$ cat config.mk
export PLATFORM = sky130hd
export DESIGN_NAME = checksummed_frame_parser_core_flat
export DESIGN_NICKNAME = d
export VERILOG_FILES = /design/src/sv/cfp_pkg.sv /design/src/sv/cfp_byte_if.sv /design/src/sv/cfp_event_if.sv /design/src/sv/cfp_cfg_regs.sv /design/src/sv/cfp_payload_ram.sv /design/src/sv/cfp_parser.sv /design/src/sv/cfp_emitter.sv /design/src/sv/checksummed_frame_parser_core.sv /design/src/flat_wrapper.sv
export SDC_FILE = /design/constraint.sdc
export NUM_CORES = 1
export LEC_CHECK = 0
export BUFFER_PORTS_ARGS = -buffer_cell sky130_fd_sc_hd__buf_2
export CELL_PAD_IN_SITES_DETAIL_PLACEMENT = 0
export CELL_PAD_IN_SITES_GLOBAL_PLACEMENT = 1
export CORE_MARGIN = 2
export CORE_UTILIZATION = 44
export DETAILED_ROUTE_END_ITERATION = 6
export GPL_TIMING_DRIVEN = 0
export PLACE_DENSITY_LB_ADDON = 0.1
export RECOVER_POWER = 25
export SLEW_MARGIN = 10
export SYNTH_ARGS = -nofsm -noshare
export SYNTH_HDL_FRONTEND = slang
export SYNTH_SLANG_ARGS = --single-unit
$ cat constraint.sdc
create_clock -name clk_i -period 7.75 [get_ports clk_i]
set_clock_uncertainty 0.15 [all_clocks]
set_input_delay 0.3875 -clock clk_i [delete_from_list [all_inputs] [get_ports clk_i]]
set_output_delay 0.3875 -clock clk_i [all_outputs]
set_load 0.02 [all_outputs]
$ cat src/sv/cfp_pkg.sv
// ----------------------------------------------------------------------------
// cfp_pkg
// shared widths, event codes, register indexes and bundle types of the
// checksummed frame parser
// ----------------------------------------------------------------------------
package cfp_pkg;

  localparam int unsigned BYTE_W  = 8;
  localparam int unsigned LEN_W   = 6;
  localparam int unsigned POS_W   = 5;
  localparam int unsigned KIND_W  = 2;
  localparam int unsigned CNT_W   = 32;
  localparam int unsigned ADDR_W  = 3;
  localparam int unsigned DATA_W  = 32;

  // register indexes, selected by paddr[2]
  localparam logic REG_IDX_HEADER = 1'b0;
  localparam logic REG_IDX_LIMIT  = 1'b1;

  localparam logic [BYTE_W-1:0] HEADER_RESET = 8'd170;
  localparam logic [LEN_W-1:0]  LIMIT_RESET  = 6'd32;

  typedef enum logic [KIND_W-1:0] {
    EVT_DATA    = 2'd0,
    EVT_LEN_ERR = 2'd1,
    EVT_SUM_ERR = 2'd2
  } evt_kind_e;

  // request from the parser to the emitter, one cycle wide
  typedef struct packed {
    logic              valid;
    evt_kind_e         kind;
    logic [BYTE_W-1:0] cmd;
    logic [LEN_W-1:0]  len;
  } emit_req_t;

  // running counters, value after the last accepted byte
  typedef struct packed {
    logic [CNT_W-1:0] bytes_seen;
    logic [CNT_W-1:0] good_frames;
    logic [CNT_W-1:0] len_faults;
    logic [CNT_W-1:0] sum_faults;
  } cnt_t;

endpackage

$ cat src/sv/cfp_byte_if.sv
// ----------------------------------------------------------------------------
// cfp_byte_if
// received byte channel, valid/ready handshake
// ----------------------------------------------------------------------------
interface cfp_byte_if;

  logic                       valid;
  logic                       ready;
  logic [cfp_pkg::BYTE_W-1:0] data_byte;

  modport source (output valid, output data_byte, input ready);
  modport sink   (input valid, input data_byte, output ready);

endinterface

$ cat src/sv/cfp_event_if.sv
// ----------------------------------------------------------------------------
// cfp_event_if
// result channel, one transaction per payload byte, empty frame or error event
// ----------------------------------------------------------------------------
interface cfp_event_if;

  logic                       valid;
  logic                       ready;
  logic [cfp_pkg::KIND_W-1:0] event_kind;
  logic [cfp_pkg::BYTE_W-1:0] frame_command;
  logic [cfp_pkg::LEN_W-1:0]  frame_length;
  logic [cfp_pkg::POS_W-1:0]  byte_position;
  logic [cfp_pkg::BYTE_W-1:0] payload_value;
  logic                       last_of_run;
  logic [cfp_pkg::CNT_W-1:0]  bytes_seen_count;
  logic [cfp_pkg::CNT_W-1:0]  good_frame_count;
  logic [cfp_pkg::CNT_W-1:0]  length_fault_count;
  logic [cfp_pkg::CNT_W-1:0]  sum_fault_count;

  modport source (
    output valid, output event_kind, output frame_command, output frame_length,
    output byte_position, output payload_value, output last_of_run,
    output bytes_seen_count, output good_frame_count, output length_fault_count,
    output sum_fault_count, input ready
  );
  modport sink (
    input valid, input event_kind, input frame_command, input frame_length,
    input byte_position, input payload_value, input last_of_run,
    input bytes_seen_count, input good_frame_count, input length_fault_count,
    input sum_fault_count, output ready
  );

endinterface

$ cat src/sv/cfp_cfg_regs.sv
// ----------------------------------------------------------------------------
// cfp_cfg_regs
// apb register file: header byte and payload length limit
// ----------------------------------------------------------------------------
module cfp_cfg_regs (
  input  logic                       clk_i,
  input  logic                       rst_ni,
  input  logic                       psel_i,
  input  logic                       penable_i,
  input  logic                       pwrite_i,
  input  logic [cfp_pkg::ADDR_W-1:0] paddr_i,
  input  logic [cfp_pkg::DATA_W-1:0] pwdata_i,
  output logic [cfp_pkg::DATA_W-1:0] prdata_o,
  output logic                       pready_o,
  output logic [cfp_pkg::BYTE_W-1:0] header_o,
  output logic [cfp_pkg::LEN_W-1:0]  limit_o
);

  logic [cfp_pkg::BYTE_W-1:0] header_q, header_d;
  logic [cfp_pkg::LEN_W-1:0]  limit_q, limit_d;
  logic                       wr_en;

  assign wr_en = psel_i & penable_i & pwrite_i;

  always_comb begin
    header_d = header_q;
    limit_d  = limit_q;
    if (wr_en) begin
      case (paddr_i[2])
        cfp_pkg::REG_IDX_HEADER: header_d = pwdata_i[cfp_pkg::BYTE_W-1:0];
        cfp_pkg::REG_IDX_LIMIT:  limit_d  = pwdata_i[cfp_pkg::LEN_W-1:0];
        default: ;
      endcase
    end
  end

  always_ff @(posedge clk_i or negedge rst_ni) begin
    if (!rst_ni) begin
      header_q <= cfp_pkg::HEADER_RESET;
      limit_q  <= cfp_pkg::LIMIT_RESET;
    end else begin
      header_q <= header_d;
      limit_q  <= limit_d;
    end
  end

  always_comb begin
    case (paddr_i[2])
      cfp_pkg::REG_IDX_HEADER: prdata_o = cfp_pkg::DATA_W'(header_q);
      cfp_pkg::REG_IDX_LIMIT:  prdata_o = cfp_pkg::DATA_W'(limit_q);
      default:                 prdata_o = '0;
    endcase
  end

  assign pready_o = 1'b1;
  assign header_o = header_q;
  assign limit_o  = limit_q;

endmodule

$ cat src/sv/cfp_payload_ram.sv
// ----------------------------------------------------------------------------
// cfp_payload_ram
// payload byte store, one write and one registered read port
// ----------------------------------------------------------------------------
module cfp_payload_ram #(
  parameter int unsigned DEPTH = 32,
  parameter int unsigned AW    = 5
) (
  input  logic                       clk_i,
  input  logic                       we_i,
  input  logic [AW-1:0]              waddr_i,
  input  logic [cfp_pkg::BYTE_W-1:0] wdata_i,
  input  logic                       re_i,
  input  logic [AW-1:0]              raddr_i,
  output logic [cfp_pkg::BYTE_W-1:0] rdata_o
);

  logic [cfp_pkg::BYTE_W-1:0] mem_q [DEPTH];
  logic [cfp_pkg::BYTE_W-1:0] rdata_q;

  always_ff @(posedge clk_i) begin
    if (we_i) begin
      mem_q[waddr_i] <= wdata_i;
    end
    if (re_i) begin
      rdata_q <= mem_q[raddr_i];
    end
  end

  assign rdata_o = rdata_q;

endmodule

$ cat src/sv/cfp_parser.sv
// ----------------------------------------------------------------------------
// cfp_parser
// frame state machine: length check, running sum, payload writes, counters
// ----------------------------------------------------------------------------
module cfp_parser #(
  parameter int unsigned MAX_PAYLOAD = 32,
  parameter int unsigned AW          = 5
) (
  input  logic                       clk_i,
  input  logic                       rst_ni,
  cfp_byte_if.sink                   in_i,
  input  logic                       em_idle_i,
  input  logic [cfp_pkg::BYTE_W-1:0] header_i,
  input  logic [cfp_pkg::LEN_W-1:0]  limit_i,
  output logic                       ram_we_o,
  output logic [AW-1:0]              ram_waddr_o,
  output logic [cfp_pkg::BYTE_W-1:0] ram_wdata_o,
  output cfp_pkg::emit_req_t         req_o,
  output cfp_pkg::cnt_t              cnt_o
);

  localparam logic [cfp_pkg::BYTE_W-1:0] MaxLen = cfp_pkg::BYTE_W'(MAX_PAYLOAD);

  typedef enum logic [4:0] {
    PH_HEADER  = 5'b00001,
    PH_LENGTH  = 5'b00010,
    PH_COMMAND = 5'b00100,
    PH_PAYLOAD = 5'b01000,
    PH_SUM     = 5'b10000
  } phase_e;

  phase_e                     phase_q, phase_d, restart;
  logic [cfp_pkg::LEN_W-1:0]  len_q, len_d, fill_q, fill_d, fill_inc;
  logic [cfp_pkg::BYTE_W-1:0] cmd_q, cmd_d, sum_q, sum_d, sum_add, lim, b;
  cfp_pkg::cnt_t              cnt_q, cnt_d;
  logic                       accept;

  assign in_i.ready = em_idle_i;
  assign accept     = in_i.valid & em_idle_i;
  assign b          = in_i.data_byte;
  assign lim        = (cfp_pkg::BYTE_W'(limit_i) > MaxLen) ? MaxLen
                                                           : cfp_pkg::BYTE_W'(limit_i);
  assign sum_add    = cfp_pkg::BYTE_W'(sum_q + b);
  assign fill_inc   = cfp_pkg::LEN_W'(fill_q + 1'b1);
  // the byte that closes a frame may open the next one
  assign restart    = (b == header_i) ? PH_LENGTH : PH_HEADER;

  always_comb begin
    phase_d     = phase_q;
    len_d       = len_q;
    cmd_d       = cmd_q;
    fill_d      = fill_q;
    sum_d       = sum_q;
    cnt_d       = cnt_q;
    ram_we_o    = 1'b0;
    ram_waddr_o = fill_q[AW-1:0];
    ram_wdata_o = b;
    req_o       = '{valid: 1'b0, kind: cfp_pkg::EVT_DATA, cmd: '0, len: '0};
    if (accept) begin
      cnt_d.bytes_seen = cnt_q.bytes_seen + 1'b1;
      case (phase_q)
        PH_LENGTH: begin
          if (b > lim) begin
            cnt_d.len_faults = cnt_q.len_faults + 1'b1;
            req_o   = '{valid: 1'b1, kind: cfp_pkg::EVT_LEN_ERR, cmd: '0, len: '0};
            len_d   = '0;
            cmd_d   = '0;
            fill_d  = '0;
            sum_d   = '0;
            phase_d = restart;
          end else begin
            len_d   = b[cfp_pkg::LEN_W-1:0];
            sum_d   = b;
            phase_d = PH_COMMAND;
          end
        end
        PH_COMMAND: begin
          cmd_d   = b;
          sum_d   = sum_add;
          fill_d  = '0;
          phase_d = (len_q == '0) ? PH_SUM : PH_PAYLOAD;
        end
        PH_PAYLOAD: begin
          ram_we_o = 1'b1;
          fill_d   = fill_inc;
          sum_d    = sum_add;
          if (fill_inc >= len_q) begin
            phase_d = PH_SUM;
          end
        end
        PH_SUM: begin
          if (b == sum_q) begin
            cnt_d.good_frames = cnt_q.good_frames + 1'b1;
            req_o = '{valid: 1'b1, kind: cfp_pkg::EVT_DATA, cmd: cmd_q, len: len_q};
          end else begin
            cnt_d.sum_faults = cnt_q.sum_faults + 1'b1;
            req_o = '{valid: 1'b1, kind: cfp_pkg::EVT_SUM_ERR, cmd: '0, len: '0};
          end
          len_d   = '0;
          cmd_d   = '0;
          fill_d  = '0;
          sum_d   = '0;
          phase_d = restart;
        end
        default: begin
          // waiting for header
          phase_d = restart;
        end
      endcase
    end
  end

  always_ff @(posedge clk_i or negedge rst_ni) begin
    if (!rst_ni) begin
      phase_q <= PH_HEADER;
      len_q   <= '0;
      cmd_q   <= '0;
      fill_q  <= '0;
      sum_q   <= '0;
      cnt_q   <= '0;
    end else begin
      phase_q <= phase_d;
      len_q   <= len_d;
      cmd_q   <= cmd_d;
      fill_q  <= fill_d;
      sum_q   <= sum_d;
      cnt_q   <= cnt_d;
    end
  end

  assign cnt_o = cnt_q;

endmodule

$ cat src/sv/cfp_emitter.sv
// ----------------------------------------------------------------------------
// cfp_emitter
// result sequencer: reads buffered payload back and drives the output register
// ----------------------------------------------------------------------------
module cfp_emitter #(
  parameter int unsigned AW = 5
) (
  input  logic                       clk_i,
  input  logic                       rst_ni,
  input  cfp_pkg::emit_req_t         req_i,
  input  cfp_pkg::cnt_t              cnt_i,
  input  logic [cfp_pkg::BYTE_W-1:0] ram_rdata_i,
  output logic                       ram_re_o,
  output logic [AW-1:0]              ram_raddr_o,
  output logic                       idle_o,
  cfp_event_if.source                out_o
);

  typedef enum logic [2:0] {
    EM_IDLE   = 3'b001,
    EM_SINGLE = 3'b010,
    EM_LOAD   = 3'b100
  } em_state_e;

  em_state_e                  state_q, state_d;
  cfp_pkg::evt_kind_e         kind_q, kind_d;
  logic [cfp_pkg::BYTE_W-1:0] cmd_q, cmd_d;
  logic [cfp_pkg::LEN_W-1:0]  len_q, len_d, idx_q, idx_d, idx_inc;
  logic                       last;
  logic                       out_free;
  logic                       load;

  // output register
  logic                       ovalid_q, ovalid_d;
  logic [cfp_pkg::KIND_W-1:0] okind_q, okind_d;
  logic [cfp_pkg::BYTE_W-1:0] ocmd_q, ocmd_d, oval_q, oval_d;
  logic [cfp_pkg::LEN_W-1:0]  olen_q, olen_d;
  logic [cfp_pkg::POS_W-1:0]  opos_q, opos_d;
  logic                       olast_q, olast_d;
  cfp_pkg::cnt_t              ocnt_q, ocnt_d;

  assign out_free = ~ovalid_q | out_o.ready;
  assign idx_inc  = cfp_pkg::LEN_W'(idx_q + 1'b1);
  assign last     = (idx_inc == len_q);

  always_comb begin
    state_d     = state_q;
    kind_d      = kind_q;
    cmd_d       = cmd_q;
    len_d       = len_q;
    idx_d       = idx_q;
    ram_re_o    = 1'b0;
    ram_raddr_o = '0;
    load        = 1'b0;
    okind_d     = okind_q;
    ocmd_d      = ocmd_q;
    olen_d      = olen_q;
    opos_d      = opos_q;
    oval_d      = oval_q;
    olast_d     = olast_q;
    ocnt_d      = ocnt_q;
    case (state_q)
      EM_IDLE: begin
        if (req_i.valid) begin
          kind_d = req_i.kind;
          cmd_d  = req_i.cmd;
          len_d  = req_i.len;
          idx_d  = '0;
          if (req_i.kind == cfp_pkg::EVT_DATA && req_i.len != '0) begin
            ram_re_o = 1'b1;
            state_d  = EM_LOAD;
          end else begin
            state_d = EM_SINGLE;
          end
        end
      end
      EM_SINGLE: begin
        // error event or empty frame
        if (out_free) begin
          load    = 1'b1;
          okind_d = kind_q;
          ocmd_d  = cmd_q;
          olen_d  = len_q;
          opos_d  = '0;
          oval_d  = '0;
          olast_d = 1'b1;
          ocnt_d  = cnt_i;
          state_d = EM_IDLE;
        end
      end
      EM_LOAD: begin
        // read data for idx_q is valid, held while the output stalls
        if (out_free) begin
          load    = 1'b1;
          okind_d = cfp_pkg::EVT_DATA;
          ocmd_d  = cmd_q;
          olen_d  = len_q;
          opos_d  = idx_q[cfp_pkg::POS_W-1:0];
          oval_d  = ram_rdata_i;
          olast_d = last;
          ocnt_d  = cnt_i;
          if (last) begin
            state_d = EM_IDLE;
          end else begin
            ram_re_o    = 1'b1;
            ram_raddr_o = idx_inc[AW-1:0];
            idx_d       = idx_inc;
          end
        end
      end
      default: state_d = EM_IDLE;
    endcase
    ovalid_d = load | (ovalid_q & ~out_o.ready);
  end

  always_ff @(posedge clk_i or negedge rst_ni) begin
    if (!rst_ni) begin
      state_q  <= EM_IDLE;
      ovalid_q <= 1'b0;
    end else begin
      state_q  <= state_d;
      ovalid_q <= ovalid_d;
    end
  end

  always_ff @(posedge clk_i) begin
    kind_q  <= kind_d;
    cmd_q   <= cmd_d;
    len_q   <= len_d;
    idx_q   <= idx_d;
    okind_q <= okind_d;
    ocmd_q  <= ocmd_d;
    olen_q  <= olen_d;
    opos_q  <= opos_d;
    oval_q  <= oval_d;
    olast_q <= olast_d;
    ocnt_q  <= ocnt_d;
  end

  assign idle_o                   = (state_q == EM_IDLE);
  assign out_o.valid              = ovalid_q;
  assign out_o.event_kind         = okind_q;
  assign out_o.frame_command      = ocmd_q;
  assign out_o.frame_length       = olen_q;
  assign out_o.byte_position      = opos_q;
  assign out_o.payload_value      = oval_q;
  assign out_o.last_of_run        = olast_q;
  assign out_o.bytes_seen_count   = ocnt_q.bytes_seen;
  assign out_o.good_frame_count   = ocnt_q.good_frames;
  assign out_o.length_fault_count = ocnt_q.len_faults;
  assign out_o.sum_fault_count    = ocnt_q.sum_faults;

endmodule

$ cat src/sv/checksummed_frame_parser_core.sv
// ----------------------------------------------------------------------------
// checksummed_frame_parser_core
// parses header/length/command/payload/sum8 frames from a byte stream and
// delivers each good frame as one transaction per payload byte, an empty
// frame or a length or sum error as a single transaction
//
//   port      dir  kind          carries
//   in_i      in   valid/ready   data_byte, one received byte per transaction
//   out_o     out  valid/ready   frame data or error event plus counters
//   apb       in   psel/penable  header_byte at 0x0, payload_limit at 0x4
//
// a byte that causes no result is taken without hold-off; an error or an empty
// frame holds the input off while its event is loaded, a good frame while each
// payload byte is read back, one payload ram read per result
// a result waiting in a stalled output register stretches the hold-off
// the output register lets the next byte in while a result waits to be taken
// reset is asynchronous, active low; no clearing pass, the payload ram is
// only read at entries written by the current frame
// ----------------------------------------------------------------------------
module checksummed_frame_parser_core #(
  parameter int unsigned MAX_PAYLOAD = 32
) (
  input  logic                       clk_i,
  input  logic                       rst_ni,
  cfp_byte_if.sink                   in_i,
  cfp_event_if.source                out_o,
  input  logic                       psel,
  input  logic                       penable,
  input  logic                       pwrite,
  input  logic [cfp_pkg::ADDR_W-1:0] paddr,
  input  logic [cfp_pkg::DATA_W-1:0] pwdata,
  output logic [cfp_pkg::DATA_W-1:0] prdata,
  output logic                       pready
);

  // payload ram address width, at least one bit
  localparam int unsigned AW = (MAX_PAYLOAD > 1) ? $clog2(MAX_PAYLOAD) : 1;

  logic [cfp_pkg::BYTE_W-1:0] header;
  logic [cfp_pkg::LEN_W-1:0]  limit;
  logic                       em_idle;
  cfp_pkg::emit_req_t         em_req;
  cfp_pkg::cnt_t              cnt;
  logic                       ram_we, ram_re;
  logic [AW-1:0]              ram_waddr, ram_raddr;
  logic [cfp_pkg::BYTE_W-1:0] ram_wdata, ram_rdata;

  cfp_cfg_regs u_cfg (
    .clk_i     (clk_i),
    .rst_ni    (rst_ni),
    .psel_i    (psel),
    .penable_i (penable),
    .pwrite_i  (pwrite),
    .paddr_i   (paddr),
    .pwdata_i  (pwdata),
    .prdata_o  (prdata),
    .pready_o  (pready),
    .header_o  (header),
    .limit_o   (limit)
  );

  // frame parsing; takes a byte only while the emitter is idle, so payload
  // writes and readback never touch the ram in the same cycle
  cfp_parser #(
    .MAX_PAYLOAD (MAX_PAYLOAD),
    .AW          (AW)
  ) u_parser (
    .clk_i       (clk_i),
    .rst_ni      (rst_ni),
    .in_i        (in_i),
    .em_idle_i   (em_idle),
    .header_i    (header),
    .limit_i     (limit),
    .ram_we_o    (ram_we),
    .ram_waddr_o (ram_waddr),
    .ram_wdata_o (ram_wdata),
    .req_o       (em_req),
    .cnt_o       (cnt)
  );

  cfp_payload_ram #(
    .DEPTH (MAX_PAYLOAD),
    .AW    (AW)
  ) u_ram (
    .clk_i   (clk_i),
    .we_i    (ram_we),
    .waddr_i (ram_waddr),
    .wdata_i (ram_wdata),
    .re_i    (ram_re),
    .raddr_i (ram_raddr),
    .rdata_o (ram_rdata)
  );

  // result sequencing; counters are stable while it runs since no byte is taken
  cfp_emitter #(
    .AW (AW)
  ) u_emitter (
    .clk_i       (clk_i),
    .rst_ni      (rst_ni),
    .req_i       (em_req),
    .cnt_i       (cnt),
    .ram_rdata_i (ram_rdata),
    .ram_re_o    (ram_re),
    .ram_raddr_o (ram_raddr),
    .idle_o      (em_idle),
    .out_o       (out_o)
  );

`ifndef SYNTHESIS
  // payload write and readback never share a cycle
  a_ram_no_overlap: assert property (@(posedge clk_i) disable iff (!rst_ni)
    ram_we |-> !ram_re)
    else $error("payload ram read and write in the same cycle");

  // a readback is always followed by a cycle with the input held off
  a_read_blocks_input: assert property (@(posedge clk_i) disable iff (!rst_ni)
    ram_re |=> !in_i.ready)
    else $error("input accepted while payload readback pending");

  // no byte slips in between results of one run
  a_run_unbroken: assert property (@(posedge clk_i) disable iff (!rst_ni)
    (out_o.valid && out_o.ready && !out_o.last_of_run) |-> !in_i.ready)
    else $error("input accepted in the middle of a result run");

  // results are only requested by an accepted byte
  a_req_on_accept: assert property (@(posedge clk_i) disable iff (!rst_ni)
    em_req.valid |-> (in_i.valid && in_i.ready))
    else $error("result request without accepted byte");
`endif

endmodule
$ cat src/flat_wrapper.sv
// flat-port wrapper written by rule: the top's interface ports become plain ports
module checksummed_frame_parser_core_flat 
#(
  parameter int unsigned MAX_PAYLOAD = 32
)
  (clk_i, rst_ni, psel, penable, pwrite, paddr, pwdata, prdata, pready, in_i_valid, in_i_data_byte, in_i_ready, out_o_valid, out_o_event_kind, out_o_frame_command, out_o_frame_length, out_o_byte_position, out_o_payload_value, out_o_last_of_run, out_o_bytes_seen_count, out_o_good_frame_count, out_o_length_fault_count, out_o_sum_fault_count, out_o_ready);
  cfp_byte_if in_i_i ();
  cfp_event_if out_o_i ();
  input  logic clk_i;
  input  logic rst_ni;
  input  logic psel;
  input  logic penable;
  input  logic pwrite;
  input  logic [cfp_pkg::ADDR_W-1:0] paddr;
  input  logic [cfp_pkg::DATA_W-1:0] pwdata;
  output logic [cfp_pkg::DATA_W-1:0] prdata;
  output logic pready;
  input wire logic [$bits(in_i_i.valid)-1:0] in_i_valid;
  input wire logic [$bits(in_i_i.data_byte)-1:0] in_i_data_byte;
  output wire logic [$bits(in_i_i.ready)-1:0] in_i_ready;
  output wire logic [$bits(out_o_i.valid)-1:0] out_o_valid;
  output wire logic [$bits(out_o_i.event_kind)-1:0] out_o_event_kind;
  output wire logic [$bits(out_o_i.frame_command)-1:0] out_o_frame_command;
  output wire logic [$bits(out_o_i.frame_length)-1:0] out_o_frame_length;
  output wire logic [$bits(out_o_i.byte_position)-1:0] out_o_byte_position;
  output wire logic [$bits(out_o_i.payload_value)-1:0] out_o_payload_value;
  output wire logic [$bits(out_o_i.last_of_run)-1:0] out_o_last_of_run;
  output wire logic [$bits(out_o_i.bytes_seen_count)-1:0] out_o_bytes_seen_count;
  output wire logic [$bits(out_o_i.good_frame_count)-1:0] out_o_good_frame_count;
  output wire logic [$bits(out_o_i.length_fault_count)-1:0] out_o_length_fault_count;
  output wire logic [$bits(out_o_i.sum_fault_count)-1:0] out_o_sum_fault_count;
  input wire logic [$bits(out_o_i.ready)-1:0] out_o_ready;
  assign in_i_i.valid = in_i_valid;
  assign in_i_i.data_byte = in_i_data_byte;
  assign in_i_ready = in_i_i.ready;
  assign out_o_valid = out_o_i.valid;
  assign out_o_event_kind = out_o_i.event_kind;
  assign out_o_frame_command = out_o_i.frame_command;
  assign out_o_frame_length = out_o_i.frame_length;
  assign out_o_byte_position = out_o_i.byte_position;
  assign out_o_payload_value = out_o_i.payload_value;
  assign out_o_last_of_run = out_o_i.last_of_run;
  assign out_o_bytes_seen_count = out_o_i.bytes_seen_count;
  assign out_o_good_frame_count = out_o_i.good_frame_count;
  assign out_o_length_fault_count = out_o_i.length_fault_count;
  assign out_o_sum_fault_count = out_o_i.sum_fault_count;
  assign out_o_i.ready = out_o_ready;
  checksummed_frame_parser_core #(.MAX_PAYLOAD(MAX_PAYLOAD)) u_core (.clk_i(clk_i), .rst_ni(rst_ni), .in_i(in_i_i), .out_o(out_o_i), .psel(psel), .penable(penable), .pwrite(pwrite), .paddr(paddr), .pwdata(pwdata), .prdata(prdata), .pready(pready));
endmodule
======== Word level (Yosys, flattened, before mapping) ========
Memory sizes are Yosys's and may differ from the RTL's. A register that Yosys moved wholly into a read port is not among the register bits.
Cells that the tools add are included.
W data, S select, Z words.
word-level totals
  memories ................................ 1
  bits of input ports ..................... 50
  output and inout port bits .............. 193
  register bits after elaboration ......... 359
  word-level logic and storage cells ...... 148
  memory bits (writable) .................. 256
memories
  name                words  bits a word  rd ports  clocked after memory_dff  write ports  line                   RTL
  u_core.u_ram.mem_q  32     8            1         1                         1            cfp_payload_ram.sv:18  logic [cfp_pkg::BYTE_W-1:0] mem_q [DEPTH];
cells by class
  equal/unequal tests ..................... 17
  muxes and demuxes ....................... 55
  bitwise operators ....................... 10
  add/sub/neg operators ................... 7
  magnitude comparators ................... 3
  reduce and logical (&&, ||, !) cells .... 28
operators by type and width
  operator                 number
  $add A32 B1 Y32 const B  4
  $pmux W32 S2             1
  $pmux W8 S3              2
  $mux W6                  6
  $mux W5                  7
  $mux W17                 2
  $pmux W17 S2             1
  $mux W8                  4
  $pmux W6 S2              2
  $mux W3                  6
  $pmux W6 S3              1
  $reduce_and A3 Y1        6
  $eq A8 B8 Y1             2
  $mux W16                 1
  $pmux W8 S2              1
  $pmux W5 S3              1
  $reduce_and A2 Y1        7
  $add A6 B1 Y6 const B    2
  $mux W1                  12
  $ne A2 B2 Y1 const B     6
  $pmux W5 S2              1
  $pmux W3 S3              1
  $reduce_bool A3 Y1       3
  $add A8 B8 Y8            1
  other kinds (25)         40

======== Longest topological paths before layout ========
  depth after elaboration ................. 11
  mapped depth ............................ 13
  depth with buffers taken out ............ 12

======== Hierarchy ========
A second synthesis with hierarchy kept.
unflattened totals
  cells, all modules ...................... 1,533
  area total of the unflattened synthesis .. 25,308.0 µm²
by module, submodules not included
  module           sequential area each (µm²)  cells each  times used  area an instance (µm²)
  cfp_payload_ram  7,927.6                     417         1           10,133.5
  cfp_parser       4,030.1                     781         1           8,200.4
  cfp_emitter      5,506.5                     269         1           6,137.1
  cfp_cfg_regs     356.6                       66          1           837.1

======== Worst setup path before layout ========
No wires, ideal clock.
  path type ............................... reg-to-reg
  start ................................... register u_core.u_emitter.state_q[1]
  end ..................................... register u_core.u_emitter.ocnt_q, in the netlist u_core.u_emitter.out_o.bytes_seen_count[0], enable pin
  arrival time ............................ 6.675 ns
  required time ........................... 6.955 ns
  buffers on the path ..................... 1
  cell stages (with the launch flop) ...... 5
  clock period less this slack ............ 7.470 ns
  library setup time ...................... 0.645 ns
  path slack .............................. 0.280 ns
  path through ............................ dfrtp_1 -> clkbuf_1 -> xor2_1 -> nand2b_1 -> nor2_1
on the way
  longest elaborated chain between the ends .. 3
  elaborated cells between the ends (all ways) .. 4
  classes of those cells .................. eq/ne (2); reduce/logical (2)
RTL lines
  element                                              line                RTL
  start: declaration                                   cfp_emitter.sv:25   em_state_e state_q, state_d;
  start signal: assignment                             cfp_emitter.sv:121  state_q <= state_d;
  $eq A3 B3 Y1 / $eq A3 B2 Y1 (equally long branches)  cfp_emitter.sv:62   case (state_q)
  $reduce_or A2 Y1 (no source line) (*)                -
  $reduce_and A2 Y1 (no source line) (*)               -
  end signal: assignment                               cfp_emitter.sv:137  ocnt_q <= ocnt_d;
  end: declaration                                     cfp_emitter.sv:40   cfp_pkg::cnt_t ocnt_q, ocnt_d;
Every way passes the cells marked *; elsewhere a longest branch is shown, timed or not.
A chain may end at the register's enable or synchronous reset.

======== Worst setup path in the final report ========
  start ................................... input in_i_data_byte[0]
  end ..................................... register u_core.u_parser.cnt_q, in the netlist u_core.u_parser.cnt_o[90]
on the way
  longest elaborated chain between the ends .. 2
RTL lines
  element                             line                RTL
  start: declaration                  flat_wrapper.sv:19  input wire logic [$bits(in_i_i.data_byte)-1:0] in_i_data_byte;
  $eq A8 B8 Y1                        cfp_parser.sv:92    if (b == sum_q) begin
  $reduce_and A3 Y1 (no source line)  -
  end signal: assignment              cfp_parser.sv:127   cnt_q <= cnt_d;
  end: declaration                    cfp_parser.sv:35    cfp_pkg::cnt_t cnt_q, cnt_d;
No other way between the ends.

==> Implementation_results.wiki <==
{| class="wikitable"
! Metric !! Value
|-
| Type of the setup path with the least slack || in -> reg
|-
| I/O pin count || 243
|-
| Distinct cells, synth || 72
|-
| Post-detailed-route wirelength per cell || 20.0 microns
|-
| Worst reg-to-reg path cell count || 10
|-
| Clock tree buffer depth || 3
|-
| Most used cells in the layout excluding fill and tap cells || sky130_fd_sc_hd__edfxtp_1 (444), sky130_fd_sc_hd__buf_2 (192), sky130_fd_sc_hd__nand2_1 (173), sky130_fd_sc_hd__dfrtp_1 (172), sky130_fd_sc_hd__xnor2_1 (116)
|-
| Critical path capture point type || flip-flop
|-
| Post-Route WL || 56200 microns
|-
| Endpoint of the worst hold-timing path || u_core.u_parser.cnt_o[97]$_DFFE_PN0P_
|-
| WP data arrival || 5.02 ns
|-
| Util after Layout || 52.7%
|-
| Length of the first detailed-routing pass in iterations || 5
|-
| Setup violations, final || 0
|-
| Total of buffers placed on input and output ports || 190
|-
| Number of enable-type register cells in the synthesized netlist || 444
|-
| Clock Latency Late Sink || 0.59 ns
|-
| Remaining design rule violation count || 0
|-
| Launching element type of the critical path || primary input
|-
| Clk root buf || sky130_fd_sc_hd__clkbuf_16
|-
| VDD IR max || 0.194 mV
|-
| Die extent in y || 241 microns
|-
| Layout-stage area growth over the synthesis result || 17.9%
|-
| Critical register-to-register path endpoint || u_core.u_ram.rdata_o[0]$_DFFE_PP_
|-
| Via count of the first global-routing pass || 14.5k
|-
| Pin count of the biggest net entering global routing || 100
|-
| Final HPWL DP || 38000 microns
|-
| Wire length of the first global-routing pass || 85400 microns
|-
| Number of vias in the routed layout || 14.7k
|-
| Grt met3 use || 3.51%
|-
| Top FF cell, synth || sky130_fd_sc_hd__edfxtp_1
|-
| Final critical-path required period || 4.70 ns
|-
| Final global-route overflow total || 0
|-
| TritonCTS Buffers || 69
|-
| Routability Congestion || 0.818
|-
| Path category of the worst min-delay check || in -> reg
|-
| Commonest non-fill, non-tap cell in the layout || sky130_fd_sc_hd__edfxtp_1
|-
| CTS tree || yes
|-
| Count of mapped cells out of synthesis || 1704
|-
| Diodes inserted || 0
|-
| Count of final hold-check violations || 0
|-
| Clock Pin Slew Worst Setup and Hold Paths || 0.06 ns
|-
| Cell Pwr Density || 250 mW/mm^2
|-
| Post-synth top area share || 53.9%
|-
| Fraction of layout cells with a size suffix above 1 || 18.6%
|-
| RSZ-0062 raised after global routing || false
|-
| Req. time, crit path || 8.07 ns
|-
| Global routing usage on met2 || 30.5%
|-
| Worst slew margin relative to its limit || -197%
|-
| Number of nets with antenna violations after detailed routing || 0
|-
| Setup slack on the worst flop-to-flop path || 3.38 ns
|-
| Total number of H-tree levels || 3
|-
| Global route hottest layer || met2
|-
| Layout Nets || 2083
|-
| Register bit count reported by yosys || 623
|-
| Leakage dissipation || 11.4 nW
|-
| Run status || finished with violations
|-
| Main area contributors after synthesis || sky130_fd_sc_hd__edfxtp_1 (54%), sky130_fd_sc_hd__dfrtp_1 (17%), sky130_fd_sc_hd__xnor2_1 (4.1%)
|-
| Total die area || 0.0581 sq mm
|-
| Share of the clock period used by the worst path after layout || 60.6%
|-
| Worst Hold Path Cells || 4
|-
| Transition time at the pin with the least slew margin || 4.45 ns
|-
| Average vias per placed instance || 5.23
|-
| Row count || 86
|-
| Largest driver fanout on the critical path || 38
|-
| Effective utilization at floorplan || 44.7%
|-
| Part of the Yosys area used for sequential elements || 72.1%
|-
| Met1 Usage GRT || 27.6%
|-
| Horizontal die dimension || 241 microns
|-
| Async S/R FF share, synth || 28.7%
|-
| Combined global-route utilization of all metal layers || 19.5%
|-
| Post-cts sizing count || 0
|-
| Antenna violations before repair || 1
|-
| Max-cap violations || 8
|-
| Post-synthesis instance area || 0.0247 sq mm
|-
| Hold path startpoint || in_i_valid
|-
| Number of max-slew violations in the final report || 347
|-
| Highest Clock Rate || 213 MHz
|-
| Area of the core || 0.0553 sq mm
|-
| Number of clock sinks seen by CTS || 623
|-
| RR Startpoint || u_core.u_emitter.state_q[2]$_DFFE_PN0P_
|-
| Yosys warnings || 0
|-
| Mean instance size in the synthesized netlist || 14.5 sq um
|-
| Worst hold margin || 0.186 ns
|-
| Number of DRC markers in iteration 0 || 1110
|-
| Failing checks || max-capacitance violations, max-slew violations
|-
| Top cell type by total area after synthesis || sky130_fd_sc_hd__edfxtp_1
|}
## how the worst max path moves through the flow
stage	from	depth (start not counted)	end
finish	in_i_data_byte[0]	12	u_core.u_parser.cnt_o[90]$_DFFE_PN0P_
global route	rst_ni	2	u_core.u_parser.cnt_o[42]$_DFFE_PN0P_
CTS	u_core.u_emitter.state_q[1]$_DFFE_PN0P_	10	u_core.u_ram.rdata_o[2]$_DFFE_PP_
detailed placement	in_i_data_byte[1]	12	u_core.u_parser.cnt_o[90]$_DFFE_PN0P_
global placement	u_core.u_emitter.state_q[1]$_DFFE_PN0P_	4	u_core.u_emitter.out_o.sum_fault_count[5]$_DFFE_PP_
floorplan	u_core.u_emitter.state_q[1]$_DFFE_PN0P_	4	u_core.u_emitter.out_o.bytes_seen_count[0]$_DFFE_PP_
## flip-flops by register name (all words and copies together), names as in the netlist, 8 cells and up
| register | cells |
|---|---|
| u_core.u_emitter.out_o.length_fault_count | 32 |
| u_core.u_emitter.out_o.bytes_seen_count | 32 |
| u_core.u_cfg.header_o | 8 |
| u_core.u_emitter.cmd_q | 8 |
| u_core.u_parser.cnt_o | 128 |
| u_core.u_ram.rdata_o | 8 |
| u_core.u_emitter.out_o.good_frame_count | 32 |
| u_core.u_emitter.out_o.payload_value | 8 |
| u_core.u_parser.cmd_q | 8 |
| u_core.u_parser.sum_q | 8 |
| u_core.u_ram.mem_q | 256 |
| u_core.u_emitter.out_o.sum_fault_count | 32 |
| u_core.u_emitter.out_o.frame_command | 8 |
## worst max-delay path: stages
cell and delay, ns:
sky130_fd_sc_hd__clkbuf_1 1.55, sky130_fd_sc_hd__ha_1 0.48, sky130_fd_sc_hd__nor4_1 0.24, sky130_fd_sc_hd__and3_1 0.35
sky130_fd_sc_hd__nor2b_1 0.37, sky130_fd_sc_hd__nand4_1 0.26, sky130_fd_sc_hd__nor2_1 0.33, sky130_fd_sc_hd__and3_1 0.20
sky130_fd_sc_hd__clkbuf_1 0.26, sky130_fd_sc_hd__and3_1 0.30, sky130_fd_sc_hd__nand3_1 0.12, sky130_fd_sc_hd__xnor2_1 0.14
## timing repair
| action | in CTS | in global routing |
|---|---|---|
| hold endpoints to repair | 95 | 0 |
| hold buffers | 10 | 0 |
| buffers inserted | 0 | 0 |
## cells in the mapped netlist, drive strengths merged, types with 6 or more instances
cell,n
nor3,7
a31oi,24
ha,28
dfrtp,172
nor2b,14
o22a,9
and2,37
xor2,37
clkbuf,40
a22oi,9
nand4,31
o22ai,33
o21ai,23
o221ai,48
a21o,6
and4,10
mux2,25
inv,25
edfxtp,444
a21oi,32
a32oi,14
a31o,7
nand2,174
dfstp,7
nor2,117
buf,45
nand2b,11
o211ai,17
xnor2,116
and3,33
a22o,7
nand3,58
## final cells by class
type	count	area, sq um
plain buffers	85	437
clock buffers	94	1970
clock inverters	30	245
fillers	4750	26200
inverters	25	93.8
multi-input cells	994	6470
flip-flops and latches	623	17800
well taps	748	936
repair buffers	206	1180
## kinds of logic (layout without fill, tap and decap cells)
kind of cell,count (synthesis),count (layout),synth area share (%)
flops,623,623,72.1
other cells,2,25,0.0304
fa+ha+maj,29,29,1.50
xor+xnor,156,156,5.73
simple gates,516,516,10.1
compound gates,243,243,7.25
buf+inv,110,440,2.15
mux,25,25,1.14
## layer usage
layer	part of all wire (%)	vias to the layer above
li1	-	6890
met4	2.4	2
met2	47	371
met1	46	7335
met5	0.021	-
met3	5.3	84
## stage by stage
stage               TNS (ns)  setup slack [ns]  area [sq um]  std cells  power (mW)
global placement     -343.43             -2.43         26700       2665        4.17
detailed placement         0              3.32         26900       2671        4.18
finish                     0              3.05         29100       2805        7.30
floorplan                  0             0.280         24800       1727        4.04
global route               0              2.26         29100       2805        7.55
CTS                        0              3.45         29200       2805        7.37
## power breakdown
group | switching (mW) | total (mW) | internal (mW)
logic | 0.233 | 0.394 | 0.161
registers | 0.0709 | 3.72 | 3.65
clock network | 1.28 | 3.18 | 1.91
total | 1.58 | 7.30 | 5.72
Note: power is estimated with default switching activity, not from simulation.
